## config.mk

```make
export PLATFORM = sky130hd
export DESIGN_NAME = mhdb_fifo
export DESIGN_NICKNAME = d
export VERILOG_FILES = /design/src/hdl/mhdb_pkg.sv /design/src/hdl/mhdb_fifo.sv
export VERILOG_INCLUDE_DIRS = /design/src /design/src/hdl
export SDC_FILE = /design/constraint.sdc
export NUM_CORES = 1
export LEC_CHECK = 0
export ABC_AREA = 1
export ABC_CLOCK_PERIOD_IN_PS = 17900
export BUFFER_PORTS_ARGS = -buffer_cell sky130_fd_sc_hd__buf_2
export CAP_MARGIN = 10
export CORE_ASPECT_RATIO = 0.7
export CORE_MARGIN = 1.5
export CORE_UTILIZATION = 56
export DETAILED_ROUTE_END_ITERATION = 8
export PLACE_DENSITY = 0.85
export SETUP_SLACK_MARGIN = 0.3
export SYNTH_ARGS = -nofsm -noshare
export SYNTH_HDL_FRONTEND = slang
export SYNTH_SLANG_ARGS = --single-unit
```

## constraint.sdc

```tcl
create_clock -name clk -period 17.9 [get_ports clk]
set_clock_uncertainty 0.2 [all_clocks]
set_input_delay 3.58 -clock clk [delete_from_list [all_inputs] [get_ports clk]]
set_output_delay 3.58 -clock clk [all_outputs]
set_load 0.01 [all_outputs]
```

## src/hdl/mapped_histogram_dithered_binning_defines.svh

```systemverilog
// ----------------------------------------------------------------------------
// Assertion macros for the mapped histogram block
// Shared concurrent assertion forms, clocked and reset-qualified.
// ----------------------------------------------------------------------------
`ifndef MAPPED_HISTOGRAM_DITHERED_BINNING_DEFINES_SVH
`define MAPPED_HISTOGRAM_DITHERED_BINNING_DEFINES_SVH

// The property must hold on every active clock edge.
`define MHDB_ASSERT(label, clk, rst_n, prop, msg) \
	label: assert property (@(posedge clk) disable iff (!rst_n) (prop)) else $error(msg);

// The consequent must hold in the same cycle as the antecedent.
`define MHDB_ASSERT_IMP(label, clk, rst_n, ante, cons, msg) \
	label: assert property (@(posedge clk) disable iff (!rst_n) (ante) |-> (cons)) \
		else $error(msg);

// The consequent must hold in the cycle after the antecedent.
`define MHDB_ASSERT_NXT(label, clk, rst_n, ante, cons, msg) \
	label: assert property (@(posedge clk) disable iff (!rst_n) (ante) |=> (cons)) \
		else $error(msg);

`endif

```

## src/hdl/mhdb_pkg.sv

```systemverilog
// ----------------------------------------------------------------------------
// mhdb_pkg
// Types and constants shared by the mapped histogram front end, queue and
// back end.
// ----------------------------------------------------------------------------
`timescale 1ns / 1ps
`default_nettype none

package mhdb_pkg;

	localparam int NUM_W  = 61;
	localparam int DEN_W  = 48;
	localparam int RN_W   = 45;
	localparam int DIV_W  = 64;
	localparam int STEP_W = 7;

	localparam logic [2:0] REG_SOURCE_LOW  = 3'd0;
	localparam logic [2:0] REG_SOURCE_HIGH = 3'd1;
	localparam logic [2:0] REG_SCALE_BITS  = 3'd2;
	localparam logic [2:0] REG_WINDOW_LOW  = 3'd3;
	localparam logic [2:0] REG_WINDOW_HIGH = 3'd4;
	localparam logic [2:0] REG_BIN_COUNT   = 3'd5;

	localparam logic [1:0] OP_INC   = 2'd0;
	localparam logic [1:0] OP_READ  = 2'd1;
	localparam logic [1:0] OP_CLEAR = 2'd2;

	typedef struct packed {
		logic [31:0] source_low;
		logic [31:0] source_high;
		logic [4:0]  source_scale_bits;
		logic [31:0] window_low;
		logic [31:0] window_high;
		logic [12:0] bin_count;
	} cfg_t;

	typedef enum logic [1:0] {
		CMD_NONE,
		CMD_INC,
		CMD_READ,
		CMD_CLEAR
	} cmd_kind_t;

	typedef struct packed {
		cmd_kind_t        kind;
		logic [11:0]      sel;
		logic [NUM_W-1:0] num;
		logic [DEN_W-1:0] den;
		logic [RN_W-1:0]  rn;
		logic             multi;
		logic [31:0]      u;
	} cmd_t;

	typedef struct packed {
		logic [DIV_W-1:0]  rem0;
		logic [DIV_W-1:0]  bits;
		logic [DIV_W-1:0]  divisor;
		logic [STEP_W-1:0] steps;
	} div_req_t;

endpackage

`default_nettype wire

```

## src/hdl/mhdb_fifo.sv

```systemverilog
// ----------------------------------------------------------------------------
// mhdb_fifo
// Two-entry command queue between the front end and the back end.
// ----------------------------------------------------------------------------
`timescale 1ns / 1ps
`default_nettype none
`include "mapped_histogram_dithered_binning_defines.svh"

module mhdb_fifo import mhdb_pkg::*; (
	input  logic clk,
	input  logic arst_n,
	input  logic in_valid,
	output logic in_ready,
	input  cmd_t in_cmd,
	output logic out_valid,
	input  logic out_ready,
	output cmd_t out_cmd
);

	cmd_t       entry_q [2];
	logic       wr_ptr_q, rd_ptr_q;
	logic [1:0] count_q;
	logic       push, pop;

	assign in_ready  = (count_q != 2'd2);
	assign out_valid = (count_q != 2'd0);
	assign push      = in_valid && in_ready;
	assign pop       = out_valid && out_ready;
	assign out_cmd   = entry_q[rd_ptr_q];

	always_ff @(posedge clk or negedge arst_n) begin
		if (!arst_n) begin
			wr_ptr_q <= 1'b0;
			rd_ptr_q <= 1'b0;
			count_q  <= 2'd0;
		end else begin
			if (push) wr_ptr_q <= !wr_ptr_q;
			if (pop) rd_ptr_q <= !rd_ptr_q;
			if (push && !pop) count_q <= count_q + 2'd1;
			else if (pop && !push) count_q <= count_q - 2'd1;
		end
	end

	always_ff @(posedge clk) begin
		if (push) entry_q[wr_ptr_q] <= in_cmd;
	end

	`MHDB_ASSERT(a_fifo_bound, clk, arst_n, count_q != 2'd3, "queue count overflow")
	`MHDB_ASSERT_NXT(a_fifo_fill, clk, arst_n, push && !pop, count_q == $past(count_q) + 2'd1, "queue count did not grow")
	`MHDB_ASSERT_IMP(a_fifo_full_block, clk, arst_n, count_q == 2'd2, !in_ready, "full queue took a transfer")

endmodule

`default_nettype wire

```

==> impl_metrics.py, run 1 <==
metrics = {
    "finish": {
        "finish.utilization": 0.7081,
        "syn_to_final_growth_pct": 23.13,
        "layout.nets": 1696,
        "fillers": 1670,
        "drive_above_1_share": 0.3098,
        "fin_area_um2": 18360,
    },
    "pwr": {
        "leakage_uw": 0.007917,
        "swShare": 0.3376,
        "power_uw": 3107,
        "p_seq_frac": 0.443,
        "p_per_area_nw_per_um2": 169.2,
        "intPower_uw": 2058,
        "combPwrFrac": 0.304,
        "switchingPower_uw": 1049,
        "p_clk_frac": 0.252,
        "vdd_drop_max_v": 0.0001138,
    },
    "grt": {
        "busiest_layer": "met2",
        "grt_use_met2": 0.4157,
        "grt_util_met3": 0.07707,
        "grt_util_all_layers": 0.2408,
        "grt_remaining_overflow": 0,
        "use_met1": 0.2834,
        "grt_pass1_wl_um": 49910,
        "grt_max_degree": 133,
        "grt_pass1_vias": 9391,
        "antenna_found_initial": 18,
    },
    "critical_path": {
        "setup.worst_path.start": "rd_ptr_q",
        "crit_fanout": 74,
        "worstReg2RegStart": "count_q[0]",
        "cp.arrival_ns": 3.38,
        "critical_path_class": "register to output port",
        "cp-start-kind": "register",
        "cp.required_ns": 14.12,
        "critPathCaptureType": "output port",
    },
    "place": {
        "dpl_cell_area_um2": 17130,
        "hpwl_um": 22200,
        "routabilityCongestion": 0.8505,
        "pre_cts_ws_ns": 11.21,
        "io_buffers": 407,
    },
    "timing": {
        "slew_headroom": 0.3083,
        "finalCritPeriodShare": 0.3999,
        "worstMarginPinSlew_ns": 1.037,
        "hold_viol": 0,
        "setup_slack_ns": 10.74,
        "fin_setup_tns_ns": 0,
        "finalSetupViolCount": 0,
        "rsz0062_at_grt": "no",
        "max_freq_mhz": 139.7,
        "period_minus_slack_ns": 7.157,
        "maxSlewViolCount": 0,
    },
    "routing": {
        "routed_via_density": 5.081,
        "drt_iter0_drc": 643,
        "drtAntennaViolNets": 0,
        "wl_per_cell_um": 18.09,
        "via_count": 9568,
        "dr.pass1.iters": 5,
        "drcViolationCount": 0,
        "wl_um": 34060,
    },
    "synthesis": {
        "synth_area_leaders": "edfxtp_1 (81%), nand2_1 (15%), buf_6 (1.5%)",
        "synth-async-reset-ratio": 0.009852,
        "synth_edf_count": 402,
        "synth_area_um2": 14910,
        "syn-instance-count": 1079,
        "post-synth-top-area-fraction": 0.8095,
        "synth_top_cell_by_area": "edfxtp_1",
        "synthFlopType": "edfxtp_1",
        "yosysWarnings": 0,
        "ys_types": 14,
        "ys_seq_area_frac": 0.8162,
        "yosys_register_bits": 406,
        "yosysMostFrequentCell": "nand2_1",
        "netlist_top_cells_count": "nand2_1 (613), edfxtp_1 (402), buf_2 (22)",
        "syn_nets": 1285,
        "syn_avg_cell_area_um2": 13.82,
    },
    "floorplan": {
        "io_pins": 408,
        "dieArea_um2": 27630,
        "core-area_um2": 25930,
        "fp-row-count": 49,
        "die_w_um": 198.0,
        "die_h_um": 139.5,
        "initial_utilization": 0.5750,
    },
    "clock_tree": {
        "postCtsHoldBufs": 0,
        "path_clk_slew_ns": 0.06,
        "postCtsSetupBuffers": 0,
        "cts_tree": "built",
        "cts_resized": 0,
        "htree_levels": 2,
        "cts_made_buffers": 38,
        "insertion_delay_ns": 0.51,
        "clockBufferDepth": 3,
        "clock-root-buffer": "clkbuf_16",
        "clock-sinks": 406,
    },
    "status": {
        "outcome": "complete, no violations",
    },
    "hold_path": {
        "hold_path_class": "register to register",
        "hp-start": "count_q[0]",
    },
    "flow_run": {
        "maxCapViolCount": 0,
    },
}
-- registers in the layout, summed over array words and instances (netlist names) --
register and cells:
entry_q 402, count_q 2, rd_ptr_q 1, wr_ptr_q 1
-- placed cells by master, fill, tap and decap left out, types with 2 or more instances in the layout --
cell / Yosys / routed
buf_4: 3 / 9
diode_2: 0 / 9
clkinv_2: 0 / 5
nand3_1: 2 / 2
buf_2: 22 / 407
inv_1: 6 / 6
nand2_1: 613 / 613
clkinv_1: 0 / 6
edfxtp_1: 402 / 402
clkbuf_1: 0 / 11
clkbuf_16: 0 / 41
nor2_4: 0 / 2
bufinv_16: 0 / 3
dfrtp_1: 4 / 3
-- final timing paths --
path,to,slack [ns],cells past startpoint
setup reg to reg,entry_q[0][24],14.81,6
setup / recovery,out_cmd[191],10.74,5
hold reg to reg,count_q[0],0.32,1
min in group asynchronous,rd_ptr_q,2.66,1
hold / removal,count_q[0],0.32,1
max in group asynchronous,rd_ptr_q,14.71,1
-- power groups by stage --
stage | clock [uW] | combinational, uW | sequential (uW)
after floorplan | 0 | 601 | 1430
after global placement | 0 | 928 | 1390
after detailed placement | 0 | 948 | 1400
after CTS | 799 | 954 | 1380
after global routing | 836 | 1040 | 1390
final | 784 | 946 | 1380
-- area by class of cell --
class / instances / area, um^2 / share of cell area
clock inverter: 15 / 145.1 / 0.007904
multi-input combinational: 621 / 2370 / 0.1291
timing repair buffer: 416 / 2105 / 0.1146
inverter: 7 / 31.28 / 0.001703
clock buffer: 52 / 1067 / 0.05812
tap: 357 / 446.7 / 0.02433
antenna: 9 / 22.52 / 0.001226
sequential: 406 / 12180 / 0.6631
-- per-layer routing --
layer / wire [um] / vias up
met1: 12440 / 4511
met5: 103 / -
met3: 3423 / 95
met2: 17020 / 467
li1: - / 4479
met4: 1073 / 16
-- metrics by stage --
stage / instances / hold slack (ns)
final: 1883 / 0.3230
after global routing: 1880 / 0.3635
after CTS: 1874 / 0.3227
after detailed placement: 1807 / 0.3117
after global placement: 1807 / 0.2847
after floorplan: 1079 / 0.2625
-- worst max-delay path, stage by stage (launching register included) --
cell and delay [ns]:
dfrtp_4 0.90, buf_4 0.70, buf_4 0.73, nand2_1 0.19, nand2_1 0.10, buf_2 0.13
-- kinds of logic (layout without fill, tap and decap cells) --
logic type	count (synthesis)	in the layout	share of synthesized area
other	0	9	0
adders and majority gates	1	1	0.0008389
xor gates and xnor gates	2	2	0.001175
DFF	406	406	0.8162
buffers and inverters	52	490	0.02593
and+or+nand+nor	618	618	0.1559
Power figures use the tool's default switching activity.
==> run 2: changes to the inputs <==
--- a/config.mk
+++ b/config.mk
@@ -7,14 +7,14 @@
 export NUM_CORES = 1
 export LEC_CHECK = 0
 export ABC_AREA = 1
-export ABC_CLOCK_PERIOD_IN_PS = 17900
+export ABC_CLOCK_PERIOD_IN_PS = 6000
 export BUFFER_PORTS_ARGS = -buffer_cell sky130_fd_sc_hd__buf_2
 export CAP_MARGIN = 10
 export CORE_ASPECT_RATIO = 0.7
 export CORE_MARGIN = 1.5
-export CORE_UTILIZATION = 56
+export CORE_UTILIZATION = 47
 export DETAILED_ROUTE_END_ITERATION = 8
-export PLACE_DENSITY = 0.85
+export PLACE_DENSITY = 0.76
 export SETUP_SLACK_MARGIN = 0.3
 export SYNTH_ARGS = -nofsm -noshare
 export SYNTH_HDL_FRONTEND = slang
==> constraint.sdc (replaced) <==
create_clock -name clk -period 6 [get_ports clk]
set_clock_uncertainty 0.2 [all_clocks]
set_input_delay 1.2 -clock clk [delete_from_list [all_inputs] [get_ports clk]]
set_output_delay 1.2 -clock clk [all_outputs]
set_load 0.01 [all_outputs]
==> impl_metrics.py, run 2 (synthesized netlist as in run 1, its figures left out) <==
metrics = {
    "status": {
        "outcome": "complete, no violations",
    },
    "critical_path": {
        "crit_fanout": 120,
        "crit_top_cell": "nand2_1",
        "cp_slowest_cell": "inv_6",
        "cp_slowest_stage_delay_ns": 0.71,
        "cp-start-kind": "register",
        "cp.required_ns": 4.60,
        "cp.arrival_ns": 2.73,
        "critical_path_class": "register to output port",
        "critPathCaptureType": "output port",
        "crit_chain": "inv_6, buf_12, nand2_1, nand2_1, buf_2",
    },
    "clock_tree": {
        "cts_resized": 0,
        "postCtsHoldBufs": 0,
        "postCtsSetupBuffers": 0,
        "clock-root-buffer": "clkbuf_16",
        "htree_levels": 2,
        "clockBufferDepth": 3,
        "path_clk_slew_ns": 0.06,
        "cts_tree": "built",
        "clock-sinks": 406,
        "insertion_delay_ns": 0.51,
        "cts_made_buffers": 39,
    },
    "pwr": {
        "p_per_area_nw_per_um2": 498.9,
        "leakage_uw": 0.007921,
        "vdd_drop_max_v": 0.0003274,
    },
    "floorplan": {
        "fp-row-count": 54,
        "die_h_um": 152.0,
        "initial_utilization": 0.4778,
        "core-area_um2": 31210,
        "io_pins": 408,
        "die_w_um": 215.9,
        "dieArea_um2": 32830,
    },
    "finish": {
        "layout.nets": 1698,
        "fillers": 2434,
        "top_regs": "entry_q: 402 flops, count_q: 2 flops",
        "layout_commonest_cell": "nand2_1",
        "regMostFlops": "entry_q",
        "layout_common_cells": "nand2_1 (613), buf_2 (407), edfxtp_1 (402), clkbuf_16 (41)",
        "largest_register_ffs": 402,
        "syn_to_final_growth_pct": 23.60,
        "drive_above_1_share": 0.3135,
    },
    "routing": {
        "wl_um": 32790,
        "drtAntennaViolNets": 0,
        "dr.pass1.iters": 8,
        "wl_per_cell_um": 16.91,
        "routed_via_density": 4.824,
        "drt_iter0_drc": 758,
        "drcViolationCount": 0,
        "via_count": 9354,
    },
    "hold_path": {
        "hold_path_class": "input pin to asynchronous set/reset pin",
    },
    "timing": {
        "finalCritPeriodShare": 0.6890,
        "rsz0062_at_grt": "no",
        "timing.hold.ws_ns": 0.2829,
        "hold_viol": 0,
        "maxSlewViolCount": 0,
        "fin_setup_tns_ns": 0,
        "finalSetupViolCount": 0,
        "max_freq_mhz": 241.9,
        "slew_headroom": 0.2268,
        "period_minus_slack_ns": 4.134,
        "worstMarginPinSlew_ns": 1.157,
    },
    "place": {
        "io_buffers": 407,
        "hpwl_um": 21510,
        "routabilityCongestion": 0.8080,
    },
    "grt": {
        "grt_remaining_overflow": 0,
        "grt_util_all_layers": 0.1957,
        "grt_pass1_vias": 9198,
        "grt_pass1_wl_um": 49580,
        "grt_max_degree": 121,
        "antenna_found_initial": 10,
    },
    "flow_run": {
        "maxCapViolCount": 0,
    },
}
-- run 2: where the power goes --
part	total, uW	switching (uW)	internal [uW]
clock network	2260	977	1280
logic	2870	1970	902
registers	4060	184	3880
total	9200	3130	6060
-- run 2: final timing paths --
check | slack (ns) | depth (start not counted) | start | end
min reg2reg | 0.32 | 2 | count_q[1] | count_q[1]
max | 1.87 | 5 | rd_ptr_q | out_cmd[19]
min in group clk | 0.32 | 2 | count_q[1] | count_q[1]
max in group asynchronous | 5.18 | 1 | arst_n | rd_ptr_q
min | 0.28 | 1 | arst_n | count_q[1]
max reg2reg | 3.24 | 5 | count_q[0] | entry_q[0][160]
-- run 2: per-layer routing --
metal,share of wire,routed length (um),track usage,vias to the layer above
li1,-,-,-,4479
met1,0.40,13200,0.2534,4367
met2,0.48,15610,0.3189,448
met3,0.10,3359,0.06386,50
met4,0.017,552,0.05456,10
met5,0.0020,65,0,-
-- run 2: area by class of cell --
type,instances,area (um^2),share of cell area
timing repair buffer,417,2150,0.1166
clock inverter,18,126.4,0.006856
sequential,406,12180,0.6605
clock buffer,46,1045,0.05668
inverter,7,31.28,0.001697
tap,420,525.5,0.02851
multi-input combinational,621,2370,0.1286
antenna,4,10.01,0.0005430
-- run 2: metrics by stage --
step	cells	area, um^2	power [uW]	setup WS [ns]	utilization
after floorplan	1079	14920	5963	-1.220	-
after global placement	1871	17250	6967	2.341	0.5527
after detailed placement	1871	17250	7006	2.342	0.5527
after CTS	1935	18420	9283	1.771	0.5902
after global routing	1937	18430	9710	1.674	0.5903
final	1939	18430	9196	1.866	0.5905
-- run 2: worst max-delay path, delay by kind of cell (launching register included) --
kind / cells / cell delay, ns
buffers and inverters: 3 / 1.25
flip-flops: 1 / 0.66
AND/OR/NAND/NOR: 2 / 0.20
